$ cat config.mk
export PLATFORM = sky130hd
export DESIGN_NAME = button_edge_debounce_queue_top
export DESIGN_NICKNAME = d
export VERILOG_FILES = /design/src/rtl/core/bedq_pkg.sv /design/src/rtl/core/button_edge_debounce_queue_top.sv
export VERILOG_INCLUDE_DIRS = /design/src /design/src/rtl/core
export SDC_FILE = /design/constraint.sdc
export NUM_CORES = 1
export LEC_CHECK = 0
export ABC_AREA = 1
export BUFFER_PORTS_ARGS = -buffer_cell sky130_fd_sc_hd__buf_4
export CAP_MARGIN = 20
export CORE_UTILIZATION = 37
export CTS_BUF_LIST = sky130_fd_sc_hd__clkbuf_16
export DETAILED_ROUTE_END_ITERATION = 10
export PLACE_DENSITY = 0.61
export SLEW_MARGIN = 10
export SYNTH_ARGS = -nofsm -noshare
export SYNTH_HDL_FRONTEND = slang
export SYNTH_SLANG_ARGS = --single-unit
$ cat constraint.sdc
create_clock -name clk_i -period 7.72 [get_ports clk_i]
set_input_delay 0.386 -clock clk_i [delete_from_list [all_inputs] [get_ports clk_i]]
set_output_delay 0.386 -clock clk_i [all_outputs]
set_load 0.01 [all_outputs]
$ cat src/rtl/core/button_edge_debounce_queue_top_assert.svh
// ---------------------------------------------------------------------------
// Assertion macros for the button edge debounce queue
// Shared same-cycle and next-cycle implication checks on the block's clock.
// ---------------------------------------------------------------------------
`ifndef BUTTON_EDGE_DEBOUNCE_QUEUE_TOP_ASSERT_SVH
`define BUTTON_EDGE_DEBOUNCE_QUEUE_TOP_ASSERT_SVH

// The consequent must hold in the same cycle as the antecedent.
`define BEDQ_ASSERT_SAME(label, ante, cons, msg) \
  label: assert property (@(posedge clk_i) disable iff (!rst_ni) (ante) |-> (cons)) \
    else $error(msg);

// The consequent must hold in the cycle after the antecedent.
`define BEDQ_ASSERT_NEXT(label, ante, cons, msg) \
  label: assert property (@(posedge clk_i) disable iff (!rst_ni) (ante) |=> (cons)) \
    else $error(msg);

`endif

$ cat src/rtl/core/bedq_pkg.sv
// ---------------------------------------------------------------------------
// Button edge debounce queue package
// Constants and the event word type for the debounce queue.
// ---------------------------------------------------------------------------
`default_nettype none

package bedq_pkg;

  // Default ring depth; the ring holds one event fewer than its depth.
  localparam int unsigned QueueDepthDefault = 8;

  // Lockout time after reset, in milliseconds.
  localparam logic [15:0] DebounceReset = 16'd25;

  // Configuration address width and register index.
  localparam int unsigned AddrW      = 3;
  localparam logic        RegDebounce = 1'b0;

  // Request kinds carried by req_type.
  localparam logic ReqEdge = 1'b0;
  localparam logic ReqPoll = 1'b1;

  // One queued edge: the level and its time stamp.
  typedef struct packed {
    logic        level;
    logic [31:0] stamp;
  } evt_t;

endpackage

`default_nettype wire

$ cat src/rtl/core/button_edge_debounce_queue_top.sv
// Edge word: accepted while idle; it never produces a result word.
// Poll word: each queued event takes a ring read and a check, then the poll
// reconciles and flushes; the single 32-bit subtract-compare and the registered
// ring read set these steps. Stalls on the output can hold the later steps.
// Reset clears control state and sets the lockout to 25 ms; the event ring
// contents are not cleared.
`default_nettype none

// ---------------------------------------------------------------------------
// Button edge debounce queue
// Edge-lockout debouncer for one button with an event ring drained by polls.
// ---------------------------------------------------------------------------
module button_edge_debounce_queue_top #(
  parameter int unsigned QUEUE_DEPTH = bedq_pkg::QueueDepthDefault
) (
  input  wire logic                       clk_i,
  input  wire logic                       rst_ni,
  // Configuration port
  input  wire logic                       psel,
  input  wire logic                       penable,
  input  wire logic                       pwrite,
  input  wire logic [bedq_pkg::AddrW-1:0] paddr,
  input  wire logic [31:0]                pwdata,
  output logic      [31:0]                prdata,
  output logic                            pready,
  // Input channel
  input  wire logic                       in_valid_i,
  output logic                            in_ready_o,
  input  wire logic                       req_type_i,
  input  wire logic                       level_down_i,
  input  wire logic [31:0]                now_ms_i,
  // Output channel
  output logic                            out_valid_o,
  input  wire logic                       out_ready_i,
  output logic                            pressed_o,
  output logic      [31:0]                event_ms_o,
  output logic                            last_of_run_o
);

  import bedq_pkg::*;

  localparam int unsigned SlotW = (QUEUE_DEPTH > 1) ? $clog2(QUEUE_DEPTH) : 1;
  localparam logic [SlotW-1:0] LastSlot = SlotW'(QUEUE_DEPTH - 1);

  // Sequencer states.
  localparam logic [2:0] StIdle  = 3'd0;
  localparam logic [2:0] StRead  = 3'd1;
  localparam logic [2:0] StCheck = 3'd2;
  localparam logic [2:0] StRecon = 3'd3;
  localparam logic [2:0] StFlush = 3'd4;

  logic [2:0]       state_q, state_d;
  logic [15:0]      deb_q;
  logic [31:0]      last_q, last_d;
  logic [31:0]      now_q;
  logic             raw_q, raw_d;
  logic             rep_q, rep_d;
  logic [SlotW-1:0] wr_q, wr_d;
  logic [SlotW-1:0] rd_q, rd_d;
  evt_t             store_q [QUEUE_DEPTH];
  evt_t             rd_data_q;
  logic             store_we;
  evt_t             pend_q, pend_d;
  logic             pend_valid_q, pend_valid_d;
  logic             out_valid_q;
  logic             out_pressed_q, out_last_q;
  logic [31:0]      out_ms_q;
  logic             push, push_last, can_push;
  logic             in_acc;
  logic [31:0]      cmp_now, elapsed;
  logic             lock_done;
  logic             new_rep;
  logic             cfg_wr;

  function automatic logic [SlotW-1:0] next_slot(input logic [SlotW-1:0] s);
    next_slot = (s == LastSlot) ? '0 : s + SlotW'(1);
  endfunction

  // Configuration access: one register, always ready.
  assign pready = 1'b1;
  assign cfg_wr = psel & penable & pwrite;
  assign prdata = (paddr[2] == RegDebounce) ? {16'd0, deb_q} : 32'd0;

  always_ff @(posedge clk_i or negedge rst_ni) begin
    if (!rst_ni) begin
      deb_q <= DebounceReset;
    end else if (cfg_wr && paddr[2] == RegDebounce) begin
      deb_q <= pwdata[15:0];
    end
  end

  // Shared subtract-compare: has the lockout expired at this time?
  assign cmp_now   = (state_q == StIdle) ? now_ms_i : now_q;
  assign elapsed   = cmp_now - last_q;
  assign lock_done = elapsed >= {16'd0, deb_q};

  assign in_ready_o = (state_q == StIdle);
  assign in_acc     = in_valid_i & in_ready_o;
  assign can_push   = !out_valid_q || out_ready_i;

  // Sequencer and state update.
  always_comb begin
    state_d      = state_q;
    last_d       = last_q;
    raw_d        = raw_q;
    rep_d        = rep_q;
    wr_d         = wr_q;
    rd_d         = rd_q;
    pend_d       = pend_q;
    pend_valid_d = pend_valid_q;
    store_we     = 1'b0;
    push         = 1'b0;
    push_last    = 1'b0;
    new_rep      = 1'b0;
    unique case (state_q)
      StIdle: begin
        if (in_acc && req_type_i == ReqEdge) begin
          raw_d = level_down_i;
          if (lock_done) begin
            last_d = now_ms_i;
            if (next_slot(wr_q) != rd_q) begin
              store_we = 1'b1;
              wr_d     = next_slot(wr_q);
            end
          end
        end else if (in_acc) begin
          state_d = (rd_q == wr_q) ? StRecon : StRead;
        end
      end
      StRead: begin
        rd_d    = next_slot(rd_q);
        state_d = StCheck;
      end
      StCheck: begin
        new_rep = rd_data_q.level != rep_q;
        if (!(new_rep && pend_valid_q && !can_push)) begin
          push = new_rep && pend_valid_q;
          if (new_rep) begin
            pend_d       = rd_data_q;
            pend_valid_d = 1'b1;
            rep_d        = rd_data_q.level;
          end
          state_d = (rd_q == wr_q) ? StRecon : StRead;
        end
      end
      StRecon: begin
        new_rep = (rep_q != raw_q) && lock_done;
        if (!(new_rep && pend_valid_q && !can_push)) begin
          push = new_rep && pend_valid_q;
          if (new_rep) begin
            pend_d       = '{level: raw_q, stamp: now_q};
            pend_valid_d = 1'b1;
            rep_d        = raw_q;
          end
          state_d = StFlush;
        end
      end
      StFlush: begin
        if (!pend_valid_q) begin
          state_d = StIdle;
        end else if (can_push) begin
          push         = 1'b1;
          push_last    = 1'b1;
          pend_valid_d = 1'b0;
          state_d      = StIdle;
        end
      end
      default: begin
        state_d = StIdle;
      end
    endcase
  end

  always_ff @(posedge clk_i or negedge rst_ni) begin
    if (!rst_ni) begin
      state_q      <= StIdle;
      last_q       <= '0;
      raw_q        <= 1'b0;
      rep_q        <= 1'b0;
      wr_q         <= '0;
      rd_q         <= '0;
      pend_valid_q <= 1'b0;
    end else begin
      state_q      <= state_d;
      last_q       <= last_d;
      raw_q        <= raw_d;
      rep_q        <= rep_d;
      wr_q         <= wr_d;
      rd_q         <= rd_d;
      pend_valid_q <= pend_valid_d;
    end
  end

  // Payload registers: poll time and the held-back result.
  always_ff @(posedge clk_i) begin
    pend_q <= pend_d;
    if (in_acc) begin
      now_q <= now_ms_i;
    end
  end

  // Event ring with registered read.
  always_ff @(posedge clk_i) begin
    if (store_we) begin
      store_q[wr_q] <= '{level: level_down_i, stamp: now_ms_i};
    end
    if (state_q == StRead) begin
      rd_data_q <= store_q[rd_q];
    end
  end

  // Output register.
  always_ff @(posedge clk_i or negedge rst_ni) begin
    if (!rst_ni) begin
      out_valid_q <= 1'b0;
    end else if (push) begin
      out_valid_q <= 1'b1;
    end else if (out_ready_i) begin
      out_valid_q <= 1'b0;
    end
  end

  always_ff @(posedge clk_i) begin
    if (push) begin
      out_pressed_q <= pend_q.level;
      out_ms_q      <= pend_q.stamp;
      out_last_q    <= push_last;
    end
  end

  assign out_valid_o   = out_valid_q;
  assign pressed_o     = out_pressed_q;
  assign event_ms_o    = out_ms_q;
  assign last_of_run_o = out_last_q;

  // Design checks.
`include "button_edge_debounce_queue_top_assert.svh"

  `BEDQ_ASSERT_SAME(a_idle_no_pending, state_q == StIdle, !pend_valid_q,
                    "pending result left over in idle")
  `BEDQ_ASSERT_SAME(a_flush_ring_empty, state_q == StFlush, rd_q == wr_q,
                    "poll finished with events still queued")
  `BEDQ_ASSERT_NEXT(a_last_clears_pending, push && push_last, !pend_valid_q,
                    "pending result kept after the final word")
  `BEDQ_ASSERT_SAME(a_push_has_room, push, can_push,
                    "result pushed over an untaken word")

endmodule

`default_nettype wire
Word-level counts from Yosys, hierarchy flattened
Memories as Yosys holds them, arrays and structs flattened. A register that Yosys moved wholly into a read port is not among the register bits.
Index checks and enable logic that the tools add are counted.
{"block": "word_totals", "reg_bits": 160, "latch_bits": 0, "ram_bits": 264, "mem_bits_ro": 0, "inputBits": 76, "out_inout_bits": 69, "elab_cells": 104, "mem_count": 1}
{"block": "op_classes", "addsub": 3, "n_mul": 0, "n_div": 0, "magnitude_cmp": 1, "eq_ne": 17, "shifts": 0, "mux": 42, "bitwise": 5, "reduce_logical": 20}
{"name": "store_q", "depth": 8, "word_bits": 33, "read_ports": 1, "rd_ports_with_merged_regs": 1, "write_ports": 1, "line": "button_edge_debounce_queue_top.sv:60", "source": "evt_t store_q [QUEUE_DEPTH];"}
{"operator": "$mux W33", "count": 4}
{"operator": "$pmux W33 S2", "count": 1}
{"operator": "$ge A32 B16 Y1", "count": 1}
{"operator": "$mux W32", "count": 1}
{"operator": "$sub A32 B32 Y32", "count": 1}
{"operator": "$mux W3", "count": 8}
{"operator": "$mux W1", "count": 22}
{"operator": "$mux W16", "count": 1}
{"operator": "$pmux W3 S5", "count": 1}
{"operator": "$reduce_and A5 Y1", "count": 3}
{"operator": "$ne A2 B2 Y1 const B", "count": 5}
{"operator": "$eq A3 B3 Y1 const B", "count": 3}
{"operator": "$logic_and A1 B1 Y1", "count": 7}
{"operator": "$add A3 B1 Y3 const B", "count": 2}
{"operator": "$eq A3 B2 Y1 const B", "count": 2}
{"operator": "$pmux W1 S3", "count": 2}
{"operator": "$reduce_and A4 Y1", "count": 1}
{"operator": "$reduce_bool A2 Y1", "count": 2}
{"operator": "$and A1 B1 Y1", "count": 3}
{"operator": "$eq A3 B1 Y1 const B", "count": 1}
{"operator": "$eq A3 B3 Y1", "count": 1}
{"operator": "$logic_not A3 Y1", "count": 1}
{"operator": "$ne A3 B3 Y1", "count": 1}
{"operator": "$ne A3 B3 Y1 const B", "count": 1}
{"operator": "10 further kinds", "count": 13}

Depth between registers and ports, before layout
Gate-level depths: netlist of the first run.
{"block": "logic_depth", "depth_word": 10, "depth_mapped": 33}

Least setup slack after synthesis of the first run
No wires, ideal clock.
{"block": "synth_path", "path_type": "register to register", "start": "reg state_q[2]", "end": "mem store_q[1][0] (netlist name) (enable)", "setup_ns": 0.423, "t_arrival_ns": 4.720, "path_slack_ns": 2.576, "stages_incl_launch_ff": 29, "synth_period_minus_slack_ns": 5.144, "cell_sequence": "dfrtp_1 > nor2_2 > nand2_2 > inv_1 > clkbuf_1 > nand2_1 > nand2_1 > ha_1 > nand2_1 > inv_1 > nand2_1 > nand2_1 > inv_1 > nand3_1 > xor2_1 > ha_1 > nand2_1 > nor2_1 > a211oi_1 > nand2_1 > nand2_1 > nand2_1 > nor2_1 > nand2_1 > nor2_4 > a21oi_4 > buf_6 > nand3_1 > nor2_1"}
{"block": "synth_between", "elab_chain_cells": 9, "word_cells_on_any_way": 11, "classes_between": "add/sub: 1; order compare: 1; mux: 6; bitwise: 1; reduce/logical: 2"}
{"element": "from (decl)", "line": "button_edge_debounce_queue_top.sv:52", "source": "logic [2:0] state_q, state_d;"}
{"element": "from (signal assigned)", "line": "button_edge_debounce_queue_top.sv:176", "source": "state_q <= StIdle;"}
{"element": "from (signal assigned)", "line": "button_edge_debounce_queue_top.sv:184", "source": "state_q <= state_d;"}
{"element": "$logic_not A3 Y1 (*)", "line": "button_edge_debounce_queue_top.sv:97", "source": "assign in_ready_o = (state_q == StIdle);"}
{"element": "via in_ready_o", "line": "button_edge_debounce_queue_top.sv:28", "source": "output logic in_ready_o,"}
{"element": "$mux W32", "line": "button_edge_debounce_queue_top.sv:93", "source": "assign cmp_now = (state_q == StIdle) ? now_ms_i : now_q;"}
{"element": "$sub A32 B32 Y32", "line": "button_edge_debounce_queue_top.sv:94", "source": "assign elapsed = cmp_now - last_q;"}
{"element": "$ge A32 B16 Y1", "line": "button_edge_debounce_queue_top.sv:95", "source": "assign lock_done = elapsed >= {16'd0, deb_q};"}
{"element": "$mux W1", "line": "button_edge_debounce_queue_top.sv:119", "source": "if (lock_done) begin"}
{"element": "$mux W1", "line": "button_edge_debounce_queue_top.sv:117", "source": "if (in_acc && req_type_i == ReqEdge) begin"}
{"element": "$mux W1 (*)", "line": "button_edge_debounce_queue_top.sv:115", "source": "unique case (state_q)"}
{"element": "$mux W1 (*)", "line": "button_edge_debounce_queue_top.sv:204", "source": "if (store_we) begin"}
{"element": "$mux W1 (not written as such) (*)", "line": "button_edge_debounce_queue_top.sv:205", "source": "store_q[wr_q] <= '{level: level_down_i, stamp: now_ms_i};"}
{"element": "to (decl)", "line": "button_edge_debounce_queue_top.sv:60"}
Mark *: on every way through the listed nets, which the timed path passes. The rest lies on a longest branch.

Worst setup path after layout of the first run
{"block": "layout_path", "start": "reg state_q[2]", "end": "mem store_q[2][24] (netlist name) (enable)"}
{"block": "layout_between", "elab_chain_cells": 9, "word_cells_on_any_way": 11, "classes_between": "add/sub: 1; order compare: 1; mux: 6; bitwise: 1; reduce/logical: 2"}
{"element": "$logic_not A3 Y1 (*)", "line": "button_edge_debounce_queue_top.sv:93, button_edge_debounce_queue_top.sv:97, button_edge_debounce_queue_top.sv:115"}
{"element": "$mux W32", "line": "button_edge_debounce_queue_top.sv:93"}
{"element": "$sub A32 B32 Y32", "line": "button_edge_debounce_queue_top.sv:94"}
{"element": "$ge A32 B16 Y1", "line": "button_edge_debounce_queue_top.sv:95"}
{"element": "$mux W1", "line": "button_edge_debounce_queue_top.sv:119"}
{"element": "$mux W1", "line": "button_edge_debounce_queue_top.sv:117"}
{"element": "$mux W1 (*)", "line": "button_edge_debounce_queue_top.sv:115"}
{"element": "$mux W1 (*)", "line": "button_edge_debounce_queue_top.sv:204"}
{"element": "$mux W1 (not written as such) (*)", "line": "button_edge_debounce_queue_top.sv:205"}
Every way passes the cells marked *; elsewhere a longest branch is shown, timed or not.

==> impl_metrics.xml, run 1 <==
<?xml version="1.0" encoding="UTF-8"?>
<metrics>
  <group name="timing">
    <metric name="worst-slew-pin-transition" unit="ps">1010</metric>
    <metric name="totalNegativeSetupSlack" unit="ps">0</metric>
    <metric name="grt_setup_unrepaired" unit="">false</metric>
    <metric name="worst_clock_skew" unit="ps">17.3</metric>
    <metric name="final_max_slew_viol_count" unit="">0</metric>
    <metric name="timing.final.crit_share" unit="%">75.5</metric>
    <metric name="final-hold-violation-count" unit="">0</metric>
    <metric name="post-route-worst-setup-slack" unit="ps">1890</metric>
    <metric name="tmin_final" unit="ps">5830</metric>
    <metric name="setup_violations" unit="">0</metric>
    <metric name="hold_slack" unit="ps">69.2</metric>
    <metric name="fmaxAchievable" unit="MHz">172</metric>
    <metric name="timing.max_slew.rel_slack" unit="%">32.5</metric>
  </group>
  <group name="logic_synthesis">
    <metric name="synth_top_cell_area_share" unit="%">57.5</metric>
    <metric name="synth_compound_gate_area_share" unit="%">7.52</metric>
    <metric name="cell_taking_the_most_area_after_synthesis" unit="">sky130_fd_sc_hd__edfxtp_1</metric>
    <metric name="muxShareOfSynthArea" unit="%">0</metric>
    <metric name="post_synth_inst_count" unit="">2044</metric>
    <metric name="yosys-top-cells-area" unit="">sky130_fd_sc_hd__edfxtp_1 57%, sky130_fd_sc_hd__nand2_1 9.3%, sky130_fd_sc_hd__dfrtp_1 7.0%</metric>
    <metric name="yosys_register_bits" unit="">457</metric>
    <metric name="synth_top_family_by_area" unit="">simple AND/OR/NAND/NOR gates</metric>
    <metric name="ys_seq_area_share" unit="%">64.9</metric>
    <metric name="post_synth.cell_area_avg" unit="um2">10.1</metric>
    <metric name="synth_adder_area_share" unit="%">3.18</metric>
    <metric name="synth_area" unit="um2">20700</metric>
    <metric name="synthXorXnorAreaFrac" unit="%">0.931</metric>
    <metric name="yosysWarningCount" unit="">0</metric>
    <metric name="synth_simple_gate_area_share" unit="%">17.7</metric>
    <metric name="synth_cell_types" unit="">40</metric>
  </group>
  <group name="power">
    <metric name="cellPowerDensity" unit="nW/um2">418</metric>
    <metric name="power" unit="mW">9.96</metric>
    <metric name="vdd_drop_max" unit="V">0.000178</metric>
    <metric name="p_leak" unit="nW">9.80</metric>
  </group>
  <group name="final_layout">
    <metric name="layout.nets" unit="">2284</metric>
    <metric name="areaGrowthSynthToFinish" unit="%">15.1</metric>
    <metric name="fillerInstances" unit="">5178</metric>
    <metric name="diodes" unit="">0</metric>
    <metric name="drive_gt1_share" unit="%">11.0</metric>
  </group>
  <group name="placement">
    <metric name="dp_slack" unit="ps">1850</metric>
    <metric name="detailed_place_hpwl" unit="um">33300</metric>
    <metric name="gp_congestion" unit="">0.857</metric>
    <metric name="input_output_buffers" unit="">109</metric>
  </group>
  <group name="cts">
    <metric name="clock_tree.root_cell" unit="">sky130_fd_sc_hd__clkbuf_16</metric>
    <metric name="clock_latency" unit="ps">580</metric>
    <metric name="cts_resized" unit="">0</metric>
    <metric name="cts_tree" unit="">yes</metric>
    <metric name="clk_pin_slew" unit="ps">60</metric>
    <metric name="ctsHtreeMaxLevel" unit="">2</metric>
    <metric name="number_of_clock_sinks" unit="">457</metric>
    <metric name="post-cts-setup-buffers" unit="">0</metric>
    <metric name="numCtsBuffers" unit="">47</metric>
    <metric name="cts.hold.buffers_added" unit="">1</metric>
    <metric name="max-clock-path-buffers" unit="">3</metric>
  </group>
  <group name="worst_hold_path">
    <metric name="hold_class" unit="">input pin to flop</metric>
    <metric name="worstHoldStart" unit="">pwdata[8]</metric>
  </group>
  <group name="floorplanning">
    <metric name="io_pins" unit="">145</metric>
    <metric name="die_area" unit="um2">56900</metric>
    <metric name="placeableCoreArea" unit="um2">55200</metric>
    <metric name="dieWidth" unit="um">238</metric>
    <metric name="die_height" unit="um">238</metric>
    <metric name="placement_rows" unit="">86</metric>
    <metric name="floorplan.initialDensity" unit="%">37.5</metric>
  </group>
  <group name="global_route">
    <metric name="grt_first_pass_wirelength" unit="um">76900</metric>
    <metric name="grt_max_degree" unit="">105</metric>
    <metric name="antenna_found_initial" unit="">1</metric>
    <metric name="globalRouteOverflowTotal" unit="">0</metric>
    <metric name="grt_pass1_vias" unit="">13800</metric>
    <metric name="grtUsageTotal" unit="%">17.4</metric>
  </group>
  <group name="routing">
    <metric name="drt_first_iter_violations" unit="">1101</metric>
    <metric name="detail_route.drc_violations" unit="">0</metric>
    <metric name="detail_route.vias_per_cell" unit="">4.78</metric>
    <metric name="first_pass_iters" unit="">6</metric>
    <metric name="detail_route.wl_per_cell" unit="um">16.6</metric>
    <metric name="routed-via-count" unit="">14100</metric>
    <metric name="postRouteAntennaNets" unit="">0</metric>
    <metric name="finalWirelength" unit="um">48900</metric>
  </group>
  <group name="critical_path">
    <metric name="setup_crit_start" unit="">state_q[2]</metric>
    <metric name="setup.worst_path.class" unit="">flop to flop</metric>
    <metric name="crit_path_end" unit="">store_q[2][24]</metric>
    <metric name="cp-start-kind" unit="">flop</metric>
    <metric name="crit_cells" unit="">30</metric>
    <metric name="worst_ep_required_time" unit="ps">7970</metric>
    <metric name="arrival" unit="ps">6080</metric>
    <metric name="ff_to_ff_path_depth" unit="">30</metric>
    <metric name="cell_seen_most_often_among_critical_path_stages" unit="">sky130_fd_sc_hd__nand2_1</metric>
    <metric name="worst_r2r_endpoint" unit="">store_q[2][24]</metric>
    <metric name="critical_register_to_register_path_startpoint" unit="">state_q[2]</metric>
    <metric name="timing.critical_path.to_type" unit="">flop</metric>
    <metric name="critPathSlowestCell" unit="">sky130_fd_sc_hd__dfrtp_1</metric>
    <metric name="worstPathMaxFanout" unit="">40</metric>
    <metric name="critical_path.top_delay_family" unit="">simple AND/OR/NAND/NOR gates</metric>
    <metric name="worst-path-buf-inv" unit="">6</metric>
    <metric name="reg2reg_setup_slack" unit="ps">1890</metric>
    <metric name="timing.critical_path.slowest_cell_delay" unit="ps">430</metric>
  </group>
  <group name="outcome">
    <metric name="outcome" unit="">finished, final reports clean</metric>
  </group>
  <group name="flow_run">
    <metric name="max_cap_violations" unit="">0</metric>
  </group>
</metrics>
## cell usage after synthesis
cell type	number
sky130_fd_sc_hd__nor3_2	1
sky130_fd_sc_hd__or2_4	1
sky130_fd_sc_hd__edfxtp_1	396
sky130_fd_sc_hd__fa_1	1
sky130_fd_sc_hd__clkbuf_1	65
sky130_fd_sc_hd__dfstp_2	3
sky130_fd_sc_hd__and2_1	4
sky130_fd_sc_hd__a21oi_1	45
sky130_fd_sc_hd__nand3_1	40
sky130_fd_sc_hd__o311ai_0	1
sky130_fd_sc_hd__dfrtp_1	58
sky130_fd_sc_hd__a21oi_4	1
sky130_fd_sc_hd__inv_2	2
sky130_fd_sc_hd__o21ai_1	32
sky130_fd_sc_hd__nor2_2	8
sky130_fd_sc_hd__nor2_4	2
sky130_fd_sc_hd__conb_1	2
sky130_fd_sc_hd__and3_1	1
sky130_fd_sc_hd__xnor2_1	3
sky130_fd_sc_hd__ha_1	51
sky130_fd_sc_hd__nor2_1	336
sky130_fd_sc_hd__nand2_1	514
sky130_fd_sc_hd__buf_6	3
sky130_fd_sc_hd__nor3_1	7
sky130_fd_sc_hd__nand2_2	6
sky130_fd_sc_hd__o22ai_1	33
sky130_fd_sc_hd__o21ai_0	142
sky130_fd_sc_hd__clkinv_1	3
sky130_fd_sc_hd__nand3b_1	1
sky130_fd_sc_hd__a211oi_1	1
sky130_fd_sc_hd__buf_4	20
sky130_fd_sc_hd__xor2_1	19
sky130_fd_sc_hd__a31oi_1	34
sky130_fd_sc_hd__nand4_1	8
sky130_fd_sc_hd__nand3_2	1
sky130_fd_sc_hd__o21bai_1	1
sky130_fd_sc_hd__buf_2	1
sky130_fd_sc_hd__inv_1	194
sky130_fd_sc_hd__nand4_2	1
sky130_fd_sc_hd__buf_1	2
## cell type report
class | count | area [um2] | area share, %
inverters | 199 | 748 | 3.14
clock buffers | 47 | 1180 | 4.94
multi-input cells | 1312 | 6210 | 26.1
repair buffers | 139 | 1070 | 4.48
clock inverters | 40 | 253 | 1.06
well taps | 748 | 936 | 3.93
flip-flops and latches | 457 | 13400 | 56.4
## worst register-to-register path: cells and delay by family, from the launching register on
kind / cells / cell delay (ps)
simple gates: 19 / 2560
xor+xnor: 1 / 210
fa+ha+maj: 2 / 600
flops: 1 / 430
buf+inv: 6 / 1490
compound gates: 2 / 250
## worst min path at each step
stage	slack, ps	endpoint	cells past startpoint
after floorplan	90	deb_q[10]	0
after global placement	410	event_ms_o[23]	0
after detailed placement	410	event_ms_o[3]	0
after CTS	40	deb_q[13]	3
after global routing	50	deb_q[13]	3
final	70	deb_q[8]	3
## through the flow
step | instances | utilization, % | cell area, um2
4_1_cts | 2941 | 43.1 | 23800
5_1_grt | 2942 | 43.1 | 23800
2_1_floorplan | 2059 | - | 20700
3_5_place_dp | 2853 | 40.5 | 22400
6_report | 2942 | 43.1 | 23800
3_3_place_gp | 2852 | 40.5 | 22300
## registers in the layout (all words and copies together) (netlist names)
name           flops
wr_q               3
raw_q              1
now_q             32
out_valid_o        1
pend_valid_q       1
rd_q               3
pressed_o          1
store_q          264
pend_q            33
rd_data_q         33
last_q            32
last_of_run_o      1
deb_q             16
state_q            3
rep_q              1
event_ms_o        32
## where the power goes
part	internal [mW]	switching [mW]
sequential	3.23	0.235
combinational	1.44	2.93
clock	1.18	0.934
total	5.86	4.10
## layer usage
layer / wire [um] / global-route usage [%] / vias to the layer above
met3: 2450 / 2.89 / 68
met5: 13 / 0 / -
li1: - / - / 7004
met2: 23000 / 29.2 / 339
met1: 22400 / 23.5 / 6644
met4: 952 / 4.45 / 2
## layout by cell type, fill, tap and decap left out, drive strengths merged
cell / n
xor2: 19
o21bai: 1
dlygate4sd3: 1
nor3: 8
o22ai: 33
fa: 1
o21ai: 174
conb: 17
bufinv: 2
a21oi: 46
ha: 51
inv: 213
nand3b: 1
nand3: 41
o311ai: 1
a31oi: 34
dfstp: 3
and3: 1
clkbuf: 47
edfxtp: 396
nand4: 9
nand2: 520
and2: 4
dfrtp: 58
nor2: 346
a211oi: 1
xnor2: 3
or2: 1
clkinv: 24
buf: 138
## cells by family after synthesis
logic type,after synthesis
flops,457
buf+inv,290
fa+ha+maj,52
other cells,2
simple gates,931
compound gates,290
xor+xnor,22
(Power assumes the default switching activity.)
==> inputs of run 2 (changes only) <==
PLACE_DENSITY = 0.63   (was 0.61)
clock period = 4.9 ns   (was 7.72 ns; I/O delays follow)
==> impl_metrics.xml, run 2 (synthesis results as in run 1) <==
<?xml version="1.0" encoding="UTF-8"?>
<metrics>
  <group name="routing">
    <metric name="postRouteAntennaNets" unit="">0</metric>
    <metric name="detail_route.vias_per_cell" unit="">4.82</metric>
    <metric name="detail_route.wl_per_cell" unit="um">16.9</metric>
    <metric name="routed-via-count" unit="">14600</metric>
    <metric name="finalWirelength" unit="um">51400</metric>
    <metric name="drt_first_iter_violations" unit="">1355</metric>
    <metric name="first_pass_iters" unit="">5</metric>
    <metric name="detail_route.drc_violations" unit="">0</metric>
  </group>
  <group name="critical_path">
    <metric name="timing.critical_path.to_type" unit="">flop</metric>
    <metric name="arrival" unit="ps">4750</metric>
    <metric name="cp-start-kind" unit="">flop</metric>
    <metric name="timing.critical_path.slowest_cell_delay" unit="ps">390</metric>
    <metric name="critPathSlowestCell" unit="">sky130_fd_sc_hd__dfrtp_1</metric>
    <metric name="cell_seen_most_often_among_critical_path_stages" unit="">sky130_fd_sc_hd__nand2_1</metric>
    <metric name="setup.worst_path.class" unit="">flop to flop</metric>
    <metric name="worstPathMaxFanout" unit="">17</metric>
    <metric name="worst_ep_required_time" unit="ps">5150</metric>
  </group>
  <group name="final_layout">
    <metric name="reg_top3" unit="">store_q (264), pend_q (33), rd_data_q (33)</metric>
    <metric name="largest_reg_flops" unit="">264</metric>
    <metric name="flip_flop_and_latch_area" unit="um2">13400</metric>
    <metric name="final_cell_mix" unit="">514 x sky130_fd_sc_hd__nand2_1, 396 x sky130_fd_sc_hd__edfxtp_1, 329 x sky130_fd_sc_hd__nor2_1, 197 x sky130_fd_sc_hd__inv_1, 170 x sky130_fd_sc_hd__buf_4</metric>
    <metric name="fillerInstances" unit="">5086</metric>
    <metric name="layout.nets" unit="">2375</metric>
    <metric name="areaGrowthSynthToFinish" unit="%">19.9</metric>
    <metric name="max_flop_register" unit="">store_q</metric>
    <metric name="drive_gt1_share" unit="%">12.8</metric>
    <metric name="multiInputGateArea" unit="um2">6220</metric>
    <metric name="final_common_cell" unit="">sky130_fd_sc_hd__nand2_1</metric>
    <metric name="diodes" unit="">0</metric>
    <metric name="utilization" unit="%">44.9</metric>
  </group>
  <group name="timing">
    <metric name="worst_clock_skew" unit="ps">22.8</metric>
    <metric name="timing.max_slew.rel_slack" unit="%">27.5</metric>
    <metric name="final_max_slew_viol_count" unit="">0</metric>
    <metric name="worst-slew-pin-transition" unit="ps">1090</metric>
    <metric name="timing.final.crit_share" unit="%">91.7</metric>
    <metric name="final-hold-violation-count" unit="">0</metric>
    <metric name="setup_violations" unit="">0</metric>
    <metric name="grt_setup_unrepaired" unit="">false</metric>
    <metric name="tmin_final" unit="ps">4490</metric>
    <metric name="fmaxAchievable" unit="MHz">223</metric>
  </group>
  <group name="global_route">
    <metric name="grtUsageTotal" unit="%">18.0</metric>
    <metric name="antenna_found_initial" unit="">1</metric>
    <metric name="grt_pass1_vias" unit="">14300</metric>
    <metric name="globalRouteOverflowTotal" unit="">0</metric>
    <metric name="grt_first_pass_wirelength" unit="um">80000</metric>
    <metric name="grt_max_degree" unit="">106</metric>
  </group>
  <group name="floorplanning">
    <metric name="placeableCoreArea" unit="um2">55200</metric>
    <metric name="die_area" unit="um2">56900</metric>
    <metric name="floorplan.initialDensity" unit="%">37.5</metric>
    <metric name="placement_rows" unit="">86</metric>
    <metric name="dieWidth" unit="um">238</metric>
    <metric name="die_height" unit="um">238</metric>
    <metric name="io_pins" unit="">145</metric>
  </group>
  <group name="cts">
    <metric name="ctsHtreeMaxLevel" unit="">2</metric>
    <metric name="number_of_clock_sinks" unit="">457</metric>
    <metric name="clock_latency" unit="ps">570</metric>
    <metric name="clk_pin_slew" unit="ps">60</metric>
    <metric name="cts_tree" unit="">yes</metric>
    <metric name="clock_tree.root_cell" unit="">sky130_fd_sc_hd__clkbuf_16</metric>
    <metric name="numCtsBuffers" unit="">45</metric>
    <metric name="max-clock-path-buffers" unit="">3</metric>
  </group>
  <group name="flow_run">
    <metric name="max_cap_violations" unit="">0</metric>
  </group>
  <group name="outcome">
    <metric name="outcome" unit="">finished, final reports clean</metric>
  </group>
  <group name="power">
    <metric name="power" unit="mW">16.3</metric>
    <metric name="vdd_drop_max" unit="V">0.000287</metric>
    <metric name="p_leak" unit="nW">10.2</metric>
    <metric name="cellPowerDensity" unit="nW/um2">659</metric>
  </group>
  <group name="worst_hold_path">
    <metric name="hold_class" unit="">input pin to flop</metric>
  </group>
  <group name="placement">
    <metric name="gp_congestion" unit="">0.877</metric>
    <metric name="detailed_place_hpwl" unit="um">33700</metric>
    <metric name="input_output_buffers" unit="">109</metric>
  </group>
</metrics>
run 2: changes by cell type in the layout (fill, tap and decap cells not counted), moves of 2 or more:
cell / change
sky130_fd_sc_hd__buf_12: +11
sky130_fd_sc_hd__clkinv_2: +2
sky130_fd_sc_hd__inv_1: -6
sky130_fd_sc_hd__clkinvlp_4: +3
sky130_fd_sc_hd__inv_6: -4
sky130_fd_sc_hd__dlygate4sd3_1: +46
sky130_fd_sc_hd__buf_4: +34
run 2: timing repair:
| action | in CTS | in global routing |
|---|---|---|
| buffers inserted | 0 | 4 |
| endpoints found under the hold margin | 350 | 0 |
| setup endpoints to repair | 0 | 106 |
| resized for setup | 0 | 3 |
| hold buffers | 47 | 0 |
run 2: worst max-delay path, delay by kind of cell (launching register included):
family / cells / cell delay (ps)
adders and majority gates: 2 / 610
AOI/OAI and AO/OA: 2 / 310
and+or+nand+nor: 19 / 1960
DFF: 1 / 390
xor gates and xnor gates: 1 / 180
buffers and inverters: 4 / 730
run 2: cell type report:
type | instances | area share [%]
Sequential cell | 457 | 54.1
Multi-Input combinational cell | 1313 | 25.1
Timing Repair Buffer | 231 | 8.22
Clock buffer | 45 | 4.54
Tap cell | 748 | 3.77
Inverter | 199 | 3.01
Clock inverter | 38 | 1.22
run 2: metrics by stage:
step	worst slack (ps)	setup TNS, ps	cell area (um2)	hold WS, ps	instances
after detailed placement	155	0	22800	406	2895
after floorplan	-244	-32160	20700	-50.6	2059
after global placement	35.8	0	22700	386	2891
after global routing	36.1	0	24800	11.8	3031
after CTS	144	0	24700	6.48	3025
final	409	0	24800	37.2	3031
run 2: metal layers:
| metal | wire (um) | vias to the layer above | GRT usage (%) | part of all wire, % |
|---|---|---|---|---|
| met3 | 2310 | 85 | 2.41 | 4.5 |
| met1 | 23000 | 6973 | 24.5 | 45 |
| met4 | 1360 | 2 | 5.52 | 2.6 |
| li1 | - | 7192 | - | - |
| met5 | 10 | - | 0 | 0.019 |
| met2 | 24700 | 368 | 29.8 | 48 |
run 2: final timing paths:
kind                               from        endpoint  slack (ps)  cells past startpoint
min                        now_ms_i[24]  store_q[4][24]          40                      1
max in group asynchronous        rst_ni         rd_q[0]        3890                      2
min reg2reg                   pend_q[1]   event_ms_o[1]         410                      0
min in group asynchronous        rst_ni        deb_q[1]         330                      2
max                          state_q[2]      pend_q[22]         410                     28
max reg2reg                  state_q[2]      pend_q[22]         410                     28
run 2: where the power goes:
group	total [mW]	switching (mW)	internal, mW
registers	5.42	0.327	5.09
clock network	3.33	1.48	1.85
logic	7.59	4.87	2.72
total	16.3	6.68	9.66
